`src/rtl/core/sfp_pkg.sv`:
```
`default_nettype none

package sfp_pkg;

  // Default capacity of the id table (servos per frame)
  localparam int MAX_ENTRIES_DEF = 8;

  // Flags byte fields
  localparam logic [7:0] KIND_MASK    = 8'b0010_0000;
  localparam logic [7:0] BLOCKED_MASK = 8'b0001_0000;
  localparam logic [7:0] MODE_MASK    = 8'b0000_1000;
  localparam logic [7:0] COLOR_MASK   = 8'b0000_0111;

  // Byte positions inside a 6-byte record
  localparam logic [2:0] POS_ID      = 3'd0;
  localparam logic [2:0] POS_POS_HI  = 3'd1;
  localparam logic [2:0] POS_POS_LO  = 3'd2;
  localparam logic [2:0] POS_CMD_HI  = 3'd3;
  localparam logic [2:0] POS_CMD_LO  = 3'd4;
  localparam logic [2:0] POS_FLAGS   = 3'd5;

  // Result queue: room for two results from one byte plus slack
  localparam int RQ_DEPTH = 4;
  localparam int RQ_PTR_W = $clog2(RQ_DEPTH);

  // One result word
  typedef struct packed {
    logic        record_valid;
    logic [7:0]  servo_id;
    logic [15:0] servo_position;
    logic [15:0] servo_command;
    logic        command_kind;
    logic        is_blocked;
    logic        block_mode;
    logic [2:0]  servo_color;
    logic        frame_done;
    logic        parse_failed;
    logic [7:0]  servo_total;
  } sfp_result_t;

endpackage

`default_nettype wire

```
`src/rtl/core/sfp_byte_if.sv`:
```
`default_nettype none

interface sfp_byte_if;
  logic       valid;
  logic       ready;
  logic [7:0] frame_byte;
  logic       end_of_frame;

  modport source (output valid, output frame_byte, output end_of_frame, input ready);
  modport sink   (input valid, input frame_byte, input end_of_frame, output ready);
endinterface

`default_nettype wire

```
`src/rtl/core/sfp_result_if.sv`:
```
`default_nettype none

interface sfp_result_if;
  logic        valid;
  logic        ready;
  logic        record_valid;
  logic [7:0]  servo_id;
  logic [15:0] servo_position;
  logic [15:0] servo_command;
  logic        command_kind;
  logic        is_blocked;
  logic        block_mode;
  logic [2:0]  servo_color;
  logic        frame_done;
  logic        parse_failed;
  logic [7:0]  servo_total;

  modport source (
    output valid, output record_valid, output servo_id, output servo_position,
    output servo_command, output command_kind, output is_blocked, output block_mode,
    output servo_color, output frame_done, output parse_failed, output servo_total,
    input ready
  );
  modport sink (
    input valid, input record_valid, input servo_id, input servo_position,
    input servo_command, input command_kind, input is_blocked, input block_mode,
    input servo_color, input frame_done, input parse_failed, input servo_total,
    output ready
  );
endinterface

`default_nettype wire

```
`src/rtl/core/servo_frame_parser.sv`:
```
`default_nettype none

// Channel   Dir  Word
// frame     in   frame_byte[7:0], end_of_frame
// result    out  record or end-of-frame status (record_valid / frame_done)
//
// One byte is accepted per cycle while frame is ready; its results are written
// into a 4-entry result queue in the same edge and leave one per cycle while
// result is ready. A byte that completes a record and ends the frame yields
// two results, so it takes two queue entries; frame is ready while the queue
// has room for two results.
// Reset (rst, synchronous) empties the queue and waits for a header byte.
// A stall on result backs up into the queue and then holds frame.ready low.

module servo_frame_parser
  import sfp_pkg::*;
#(
  parameter int MAX_ENTRIES = MAX_ENTRIES_DEF
) (
  input  wire logic     clk,
  input  wire logic     rst,
  sfp_byte_if.sink      frame,
  sfp_result_if.source  result
);

  localparam int IDX_W = (MAX_ENTRIES > 1) ? $clog2(MAX_ENTRIES) : 1;

  // Parser state
  logic                   at_frame_start, at_frame_start_next;
  logic [7:0]             expected_count, expected_count_next;
  logic [7:0]             records_done, records_done_next;
  logic [2:0]             byte_in_record, byte_in_record_next;
  logic [7:0]             partial_id, partial_id_next;
  logic [15:0]            partial_position, partial_position_next;
  logic [15:0]            partial_command, partial_command_next;
  logic [MAX_ENTRIES-1:0] seen_valid, seen_valid_next;
  logic                   failed_flag, failed_flag_next;
  logic [7:0]             seen_ids [MAX_ENTRIES];

  // Result queue
  sfp_result_t            rq [RQ_DEPTH];
  logic [RQ_PTR_W-1:0]    rq_wr, rq_rd;
  logic [RQ_PTR_W:0]      rq_count;

  logic        accept, pop;
  logic        emit, last, id_hit, seen_write;
  sfp_result_t rec_word, stat_word;
  logic [1:0]  push_n;

  assign accept = frame.valid && frame.ready;
  assign pop    = result.valid && result.ready;
  assign last   = accept && frame.end_of_frame;

  // Keep room for the two results one byte may produce
  assign frame.ready = (rq_count <= (RQ_PTR_W + 1)'(RQ_DEPTH - 2));

  // Match the id against every recorded entry at once
  always_comb begin
    id_hit = 1'b0;
    for (int i = 0; i < MAX_ENTRIES; i++) begin
      if (seen_valid[i] && (seen_ids[i] == frame.frame_byte)) begin
        id_hit = 1'b1;
      end
    end
  end

  // Decode one byte: next state and result words
  always_comb begin
    at_frame_start_next   = at_frame_start;
    expected_count_next   = expected_count;
    records_done_next     = records_done;
    byte_in_record_next   = byte_in_record;
    partial_id_next       = partial_id;
    partial_position_next = partial_position;
    partial_command_next  = partial_command;
    seen_valid_next       = seen_valid;
    failed_flag_next      = failed_flag;
    emit                  = 1'b0;
    seen_write            = 1'b0;
    rec_word              = '0;
    stat_word             = '0;

    if (accept) begin
      if (at_frame_start) begin
        at_frame_start_next = 1'b0;
        expected_count_next = frame.frame_byte;
        records_done_next   = '0;
        byte_in_record_next = POS_ID;
        seen_valid_next     = '0;
        failed_flag_next    = (frame.frame_byte > 8'(MAX_ENTRIES));
      end else if (!failed_flag) begin
        if (records_done >= expected_count) begin
          failed_flag_next = 1'b1;
        end else begin
          case (byte_in_record)
            POS_ID: begin
              if ((frame.frame_byte == 8'd0) || id_hit) begin
                failed_flag_next = 1'b1;
              end else begin
                partial_id_next     = frame.frame_byte;
                byte_in_record_next = POS_POS_HI;
              end
            end
            POS_POS_HI: begin
              partial_position_next = {frame.frame_byte, 8'd0};
              byte_in_record_next   = POS_POS_LO;
            end
            POS_POS_LO: begin
              partial_position_next = {partial_position[15:8], frame.frame_byte};
              byte_in_record_next   = POS_CMD_HI;
            end
            POS_CMD_HI: begin
              partial_command_next = {frame.frame_byte, 8'd0};
              byte_in_record_next  = POS_CMD_LO;
            end
            POS_CMD_LO: begin
              partial_command_next = {partial_command[15:8], frame.frame_byte};
              byte_in_record_next  = POS_FLAGS;
            end
            default: begin
              emit                    = 1'b1;
              rec_word.record_valid   = 1'b1;
              rec_word.servo_id       = partial_id;
              rec_word.servo_position = partial_position;
              rec_word.servo_command  = partial_command;
              rec_word.command_kind   = |(frame.frame_byte & KIND_MASK);
              rec_word.is_blocked     = |(frame.frame_byte & BLOCKED_MASK);
              rec_word.block_mode     = |(frame.frame_byte & MODE_MASK);
              rec_word.servo_color    = 3'(frame.frame_byte & COLOR_MASK);
              if (records_done < 8'(MAX_ENTRIES)) begin
                seen_write = 1'b1;
                seen_valid_next[records_done[IDX_W-1:0]] = 1'b1;
              end
              records_done_next   = records_done + 8'd1;
              byte_in_record_next = POS_ID;
            end
          endcase
        end
      end

      // Close the frame with a status word
      if (frame.end_of_frame) begin
        stat_word.frame_done   = 1'b1;
        stat_word.parse_failed = !(!failed_flag_next &&
                                   (records_done_next == expected_count_next) &&
                                   (byte_in_record_next == POS_ID));
        stat_word.servo_total  = expected_count_next;
        at_frame_start_next    = 1'b1;
      end
    end
  end

  assign push_n = {1'b0, emit} + {1'b0, last};

  // Advance parser state
  always_ff @(posedge clk) begin
    if (rst) begin
      at_frame_start <= 1'b1;
      expected_count <= '0;
      records_done   <= '0;
      byte_in_record <= POS_ID;
      seen_valid     <= '0;
      failed_flag    <= 1'b0;
    end else begin
      at_frame_start <= at_frame_start_next;
      expected_count <= expected_count_next;
      records_done   <= records_done_next;
      byte_in_record <= byte_in_record_next;
      seen_valid     <= seen_valid_next;
      failed_flag    <= failed_flag_next;
    end
  end

  // Hold partial record bytes and the id table
  always_ff @(posedge clk) begin
    partial_id       <= partial_id_next;
    partial_position <= partial_position_next;
    partial_command  <= partial_command_next;
    if (seen_write) begin
      seen_ids[records_done[IDX_W-1:0]] <= partial_id;
    end
  end

  // Write result words into the queue
  always_ff @(posedge clk) begin
    if (emit) begin
      rq[rq_wr] <= rec_word;
      if (last) begin
        rq[rq_wr + RQ_PTR_W'(1)] <= stat_word;
      end
    end else if (last) begin
      rq[rq_wr] <= stat_word;
    end
  end

  // Queue pointers and fill count
  always_ff @(posedge clk) begin
    if (rst) begin
      rq_wr    <= '0;
      rq_rd    <= '0;
      rq_count <= '0;
    end else begin
      rq_wr    <= rq_wr + RQ_PTR_W'(push_n);
      rq_rd    <= rq_rd + RQ_PTR_W'(pop);
      rq_count <= rq_count + (RQ_PTR_W + 1)'(push_n) - (RQ_PTR_W + 1)'(pop);
    end
  end

  // Drive the result channel from the queue head
  assign result.valid          = (rq_count != '0);
  assign result.record_valid   = rq[rq_rd].record_valid;
  assign result.servo_id       = rq[rq_rd].servo_id;
  assign result.servo_position = rq[rq_rd].servo_position;
  assign result.servo_command  = rq[rq_rd].servo_command;
  assign result.command_kind   = rq[rq_rd].command_kind;
  assign result.is_blocked     = rq[rq_rd].is_blocked;
  assign result.block_mode     = rq[rq_rd].block_mode;
  assign result.servo_color    = rq[rq_rd].servo_color;
  assign result.frame_done     = rq[rq_rd].frame_done;
  assign result.parse_failed   = rq[rq_rd].parse_failed;
  assign result.servo_total    = rq[rq_rd].servo_total;

  // Checks
  a_rq_no_overflow: assert property (@(posedge clk) disable iff (rst)
    rq_count <= (RQ_PTR_W + 1)'(RQ_DEPTH))
    else $error("result queue overflow");

  a_last_restarts: assert property (@(posedge clk) disable iff (rst)
    last |=> at_frame_start)
    else $error("frame end did not return to header");

  a_record_pos: assert property (@(posedge clk) disable iff (rst)
    byte_in_record <= POS_FLAGS)
    else $error("record byte position out of range");

  a_records_bound: assert property (@(posedge clk) disable iff (rst)
    (!failed_flag && !at_frame_start) |-> (records_done <= expected_count))
    else $error("more records than header count");

  a_emit_needs_room: assert property (@(posedge clk) disable iff (rst)
    (emit && last) |-> (rq_count <= (RQ_PTR_W + 1)'(RQ_DEPTH - 2)))
    else $error("two results pushed without room");

endmodule

`default_nettype wire

```
`src/flat_wrapper.sv`:
```
// flat-port wrapper written by rule: the top's interface ports become plain ports
module servo_frame_parser_flat import sfp_pkg::*;
#(
  parameter int MAX_ENTRIES = MAX_ENTRIES_DEF
)
  (clk, rst, frame_valid, frame_frame_byte, frame_end_of_frame, frame_ready, result_valid, result_record_valid, result_servo_id, result_servo_position, result_servo_command, result_command_kind, result_is_blocked, result_block_mode, result_servo_color, result_frame_done, result_parse_failed, result_servo_total, result_ready);
  sfp_byte_if frame_i ();
  sfp_result_if result_i ();
  input  wire logic clk;
  input  wire logic rst;
  input wire logic [$bits(frame_i.valid)-1:0] frame_valid;
  input wire logic [$bits(frame_i.frame_byte)-1:0] frame_frame_byte;
  input wire logic [$bits(frame_i.end_of_frame)-1:0] frame_end_of_frame;
  output wire logic [$bits(frame_i.ready)-1:0] frame_ready;
  output wire logic [$bits(result_i.valid)-1:0] result_valid;
  output wire logic [$bits(result_i.record_valid)-1:0] result_record_valid;
  output wire logic [$bits(result_i.servo_id)-1:0] result_servo_id;
  output wire logic [$bits(result_i.servo_position)-1:0] result_servo_position;
  output wire logic [$bits(result_i.servo_command)-1:0] result_servo_command;
  output wire logic [$bits(result_i.command_kind)-1:0] result_command_kind;
  output wire logic [$bits(result_i.is_blocked)-1:0] result_is_blocked;
  output wire logic [$bits(result_i.block_mode)-1:0] result_block_mode;
  output wire logic [$bits(result_i.servo_color)-1:0] result_servo_color;
  output wire logic [$bits(result_i.frame_done)-1:0] result_frame_done;
  output wire logic [$bits(result_i.parse_failed)-1:0] result_parse_failed;
  output wire logic [$bits(result_i.servo_total)-1:0] result_servo_total;
  input wire logic [$bits(result_i.ready)-1:0] result_ready;
  assign frame_i.valid = frame_valid;
  assign frame_i.frame_byte = frame_frame_byte;
  assign frame_i.end_of_frame = frame_end_of_frame;
  assign frame_ready = frame_i.ready;
  assign result_valid = result_i.valid;
  assign result_record_valid = result_i.record_valid;
  assign result_servo_id = result_i.servo_id;
  assign result_servo_position = result_i.servo_position;
  assign result_servo_command = result_i.servo_command;
  assign result_command_kind = result_i.command_kind;
  assign result_is_blocked = result_i.is_blocked;
  assign result_block_mode = result_i.block_mode;
  assign result_servo_color = result_i.servo_color;
  assign result_frame_done = result_i.frame_done;
  assign result_parse_failed = result_i.parse_failed;
  assign result_servo_total = result_i.servo_total;
  assign result_i.ready = result_ready;
  servo_frame_parser #(.MAX_ENTRIES(MAX_ENTRIES)) u_core (.clk(clk), .rst(rst), .frame(frame_i), .result(result_i));
endmodule
```
`config.mk`:
```
export PLATFORM = sky130hd
export DESIGN_NAME = servo_frame_parser_flat
export DESIGN_NICKNAME = d
export VERILOG_FILES = /design/src/rtl/core/sfp_pkg.sv /design/src/rtl/core/sfp_byte_if.sv /design/src/rtl/core/sfp_result_if.sv /design/src/rtl/core/servo_frame_parser.sv /design/src/flat_wrapper.sv
export SDC_FILE = /design/constraint.sdc
export NUM_CORES = 1
export LEC_CHECK = 0
export ABC_AREA = 1
export BUFFER_PORTS_ARGS = -buffer_cell sky130_fd_sc_hd__clkbuf_2
export CAP_MARGIN = 20
export CORE_MARGIN = 2
export CORE_UTILIZATION = 56
export DETAILED_ROUTE_END_ITERATION = 12
export HOLD_SLACK_MARGIN = 0.03
export PLACE_DENSITY = 0.76
export SYNTH_ARGS = -nofsm -noshare
export SYNTH_HDL_FRONTEND = slang
export SYNTH_SLANG_ARGS = --single-unit
```
`constraint.sdc`:
```
create_clock -name clk -period 3.1 [get_ports clk]
set_input_delay 0.31 -clock clk [delete_from_list [all_inputs] [get_ports clk]]
set_output_delay 0.31 -clock clk [all_outputs]
set_load 0.02 [all_outputs]
```
### Word level (Yosys, flattened, before mapping)

Memory sizes are Yosys's and may differ from the RTL's. A register that Yosys moved wholly into a read port is not among the register bits.
Index checks and enable logic that the tools add are counted.

| word-level totals | value |
|---|---|
| flip-flop bits (word level) | 76 |
| bits in writable memories | 292 |
| input bits | 13 |
| output and inout port bits | 59 |
| logic and storage cells | 150 |
| memories | 2 |

| operators by class | value |
|---|---|
| add/subtract/negate cells | 7 |
| order comparisons | 6 |
| equal/unequal tests | 16 |
| multiplexer cells | 66 |
| bitwise logic cells | 8 |
| reductions and logical operators | 31 |

Memories:

| name | depth | bits a word | rd ports | clocked after Yosys merged registers in | write ports | RTL line | RTL |
|---|---|---|---|---|---|---|---|
| u_core.rq | 4 | 57 | 1 | 1 | 2 | servo_frame_parser.sv:41 | `sfp_result_t rq [RQ_DEPTH];` |
| u_core.seen_ids | 8 | 8 | 8 | 0 | 1 | servo_frame_parser.sv:38 | `logic [7:0] seen_ids [MAX_ENTRIES];` |

Operators with widths:

| operator | number |
|---|---|
| $mux W47 | 5 |
| $mux W8 | 12 |
| $eq A8 B8 Y1 | 9 |
| $pmux W16 S2 | 2 |
| $mux W57 | 1 |
| $mux W1 | 36 |
| $mux W10 | 2 |
| $reduce_and A6 Y1 | 3 |
| $mux W3 | 5 |
| $pmux W3 S5 | 1 |
| $reduce_and A5 Y1 | 3 |
| $logic_and A1 B1 Y1 | 14 |
| $add A8 B1 Y8 const B | 1 |
| $ge A8 B8 Y1 | 1 |
| $gt A8 B4 Y1 const B | 1 |
| $logic_not A8 Y1 | 1 |
| $lt A8 B4 Y1 const B | 1 |
| $or A8 B8 Y8 | 1 |
| $eq A3 B2 Y1 const B | 2 |
| $logic_not A3 Y1 | 2 |
| $ne A2 B1 Y1 const B | 3 |
| $not A1 Y1 | 6 |
| $reduce_bool A2 Y1 | 3 |
| $reduce_or A5 Y1 | 1 |
| 17 further kinds | 18 |

### Logic depth before layout (Yosys ltp)

An unclocked memory read counts as a cell.

| logic depth | value |
|---|---|
| depth after elaboration | 25 |
| depth in mapped cells | 23 |
| gate-level depth less buffers | 22 |

### Least setup slack after synthesis

Ideal clock, no wire load.

| timing | value |
|---|---|
| kind | reg-to-reg |
| start | register u_core.records_done[0] |
| end | memory u_core.rq[3][0] (netlist name), enable pin |
| setup time | 0.340 ns |
| data arrival time | 3.053 ns |
| data required time | 2.760 ns |
| slack | -0.292 ns |
| cell stages (with the launch flop) | 20 |
| buffers on the path | 3 |
| clock period less this slack | 3.392 ns |
| path through | dfxtp_1 > buf_4 > inv_4 > ha_1 > nand2_1 > nor2_1 > nand2_1 > nand3_2 > nor2_4 > inv_2 > nor2_4 > nand2_2 > nor2_2 > inv_2 > ha_1 > nor3_1 > inv_1 > buf_1 > clkbuf_1 > nand2_1 |

RTL lines:

| item | RTL line | RTL |
|---|---|---|
| from (decl) | servo_frame_parser.sv:31 | `logic [7:0] records_done, records_done_next;` |
| from (signal assigned) | servo_frame_parser.sv:167 | `records_done <= records_done_next;` |
| to (decl) | servo_frame_parser.sv:41 |  |

==> metrics <==
initial antenna violation count 0; Max-slew headroom 0.405; Final Setup Violations 0; die width between 150 and 200 um; Post-synth EDFFs 144; Ant. Diodes 0; die area roughly 0.03 mm^2; first-pass GRT wire length 70600 um; Bufs on Longest Clock Path 3; port bufs a little over 70; vias per inst 6.04; fill cell count 2245; Worst path max stage delay 340 ps; hpwl dp 26900 um; IO Pins a little over 70; Worst-Margin Slew around 890 ps; Die H around 170 um; post-synthesis cell type count 43; Core Util, Final 0.655; DRC viols 0; CTS tree built; synth top area cells dfxtp_1 28%, edfxtp_1 27%, o21ai_0 9.9%, nand3_1 8.5%, nor2_1 5.5%; routed wire length roughly 45000 um; Post-Syn Area per Cell between 8 and 9 um^2; initial core utilization 0.564; CP max stage cell dfxtp_1; Post-synth ARST share 0; largest net degree at the start of global routing between 90 and 100; Seq pwr share 0.395; FF-to-FF End u_core.rq[0][10]; top_reg_cell synth dfxtp_1; final period utilization 0.962; worst vdd ir 423 uV; multi-input logic area 0.00657 mm^2; max cap viols 0; total track usage 0.290; synthesized area 0.0161 mm^2; CTS buffer count 39; clock-pin slew on the worst setup and hold paths 60 ps; Fmax about 340 MHz; detailed-route via count 14097; H-Tree Depth 2; vias in the first global route roughly 13000; reg-to-reg slack, setup around 120 ps; DRT iter0 DRCs 1741; Mapped Cells about 1900; layout cells sized above 1 0.151; WHS Endpoint u_core.partial_id[1]; dominant cell by count in the synthesized netlist o21ai_0; sequential area share after synthesis 0.548; combinational share of power 0.264; CP Data Required Time about 3600 ps; Top delay family on crit path simple AND/OR/NAND/NOR gates; CP Cell Sequence inv_1 -> ha_1 -> a21o_1 -> nor2_4 -> nand3_4 -> nor2_4 -> inv_2 -> nor2_4 -> nand2_2 -> nor2_4 -> inv_2 -> ha_2 -> buf_4 -> nor3_4 -> buf_6 -> buf_6 -> nand3_1 -> o21ai_0; Reg2Reg Depth 18; Sw Ratio 0.337; Post-DRT Antenna Nets 0; Reg area 0.00881 mm^2; drt wl/cell just under 20 um; hold_buf cts 0; clock power share 0.341; status complete, no violations; Worst-Skew Late Latency ~540 ps; pwr dens just over 700 mW/mm^2; Leak about 7 nW; post-synth top area share 0.279; hold_sp frame_frame_byte[1]; clock sinks approximately 370; min Tclk post-route 2980 ps; Area Growth Syn to Fin 16.1%; Worst Skew 26.6 ps; Synth area leader dfxtp_1; GPL Wtd Cong a little over 0.9; CP most frequent cell nor2_4; P_sw ~4.6 mW; RSZ-0062 raised after global routing yes; Crit Path Class reg2reg; Critical Path AT 3430 ps; Crit Path Max Fanout 6; Core Area roughly 0.028 mm^2; CP Launch Type flop; total congestion overflow 0; syn_nets 1906; Final Hold Fails 0; setup TNS 0 ps; Pre-antenna DRT Iters 6; Seq cells post-synth 368; Slew Viols, Final 0; Hold Path Cell Cnt 1; yosys warns 0; worst r2r src u_core.expected_count[7]; CP Buf/Inv Count 6; commonest cells in the netlist 318 x o21ai_0, 272 x nand3_1, 236 x nor2_1; number of nets in the layout 1951; clock root cell clkbuf_16; HP Class in2reg; Int Pwr roughly 9.0 mW; number of cell rows between 60 and 70; Critical Path Sink Type flop
==> kinds of logic (layout without fill, tap and decap cells) <==
| family | Yosys count | in the layout | synth area share |
|---|---|---|---|
| DFF | 368 | 368 | 0.548 |
| xor gates and xnor gates | 24 | 24 | 0.0131 |
| buffers and inverters | 248 | 323 | 0.0619 |
| and+or+nand+nor | 758 | 758 | 0.212 |
| adders and majority gates | 19 | 19 | 0.0153 |
| AOI/OAI and AO/OA | 457 | 457 | 0.150 |
==> how the worst max path moves through the flow <==
| stage | start | endpoint | slack (ps) | depth (start not counted) |
|---|---|---|---|---|
| after global placement | u_core.expected_count[7] | u_core.rq[1][44] | 160 | 17 |
| after global routing | u_core.expected_count[7] | u_core.rq[3][43] | -70 | 18 |
| final | u_core.expected_count[7] | u_core.rq[0][10] | 120 | 18 |
| after detailed placement | u_core.expected_count[7] | u_core.rq[2][18] | 50 | 17 |
| after floorplan | u_core.records_done[0] | u_core.rq[3][0] | 10 | 19 |
| after CTS | u_core.expected_count[7] | u_core.rq[2][36] | -5 | 18 |
==> repair_timing <==
action                                  4_1_cts  5_1_grt
endpoints found under the setup margin        3      215
setup buffers                                 1        0
cloned                                        1        4
resized for setup                             1      161
pin swaps                                     1       23
==> layer usage <==
metal | vias up | track usage | part of all wire
met5 | - | 0 | 0
met4 | 0 | 0.104 | 0.029
met3 | 109 | 0.0414 | 0.083
met2 | 676 | 0.496 | 0.49
met1 | 6723 | 0.376 | 0.40
li1 | 6589 | - | -
==> cell usage in the layout, fill, tap and decap left out, types with 23 or more instances in the layout <==
cell	n
nand3_1	239
inv_1	98
a21oi_1	44
o21ai_1	109
clkbuf_16	43
o22ai_1	63
edfxtp_1	144
o21ai_0	215
nor2_1	235
clkbuf_2	71
buf_4	49
nand2_1	179
nand4_1	23
dfxtp_1	221
nand3_2	34
==> power by group through the flow <==
stage / sequential [mW] / combinational [mW] / clock [mW]
5_1_grt: 5.36 / 3.89 / 4.82
4_1_cts: 5.33 / 3.48 / 4.63
3_5_place_dp: 5.43 / 3.46 / 0
3_3_place_gp: 5.43 / 3.41 / 0
2_1_floorplan: 5.34 / 2.37 / 0
6_report: 5.34 / 3.57 / 4.60
==> flip-flops by register name (all words and copies together) (netlist names) <==
register / cells
u_core.at_frame_start: 1
u_core.byte_in_record: 3
u_core.expected_count: 8
u_core.failed_flag: 1
u_core.partial_command: 16
u_core.partial_id: 8
u_core.partial_position: 16
u_core.records_done: 8
u_core.rq: 228
u_core.rq_count: 3
u_core.rq_rd: 2
u_core.rq_wr: 2
u_core.seen_ids: 64
u_core.seen_valid: 8
==> final cells by class <==
class | instances | share of cell area
inverters | 115 | 0.0233
repair buffers | 137 | 0.0573
multi-input cells | 1258 | 0.352
well taps | 384 | 0.0258
clock buffers | 56 | 0.0628
flip-flops and latches | 368 | 0.473
clock inverters | 15 | 0.00630
==> through the flow <==
| stage | total power, mW | worst slack, ps | instances | hold slack, ps | instance area [um^2] |
|---|---|---|---|---|---|
| 2_1_floorplan | 7.71 | 13.7 | 1874 | 409 | 16100 |
| 3_3_place_gp | 8.84 | 155 | 2256 | 449 | 17000 |
| 3_5_place_dp | 8.89 | 49.7 | 2256 | 467 | 17000 |
| 4_1_cts | 13.4 | -4.89 | 2329 | 152 | 18300 |
| 5_1_grt | 14.1 | -66.4 | 2333 | 165 | 18700 |
| 6_report | 13.5 | 119 | 2333 | 177 | 18700 |
==> worst reg2reg max path, stage by stage (launching register included) <==
cell and delay, ps:
dfxtp_1 340, inv_1 50, ha_1 290, a21o_1 210
nor2_4 140, nand3_4 100, nor2_4 120, inv_2 60
nor2_4 90, nand2_2 80, nor2_4 100, inv_2 70
ha_2 230, buf_4 150, nor3_4 110, buf_6 210
buf_6 180, nand3_1 140, o21ai_0 230
No activity file was read; power rests on OpenSTA's default activity.
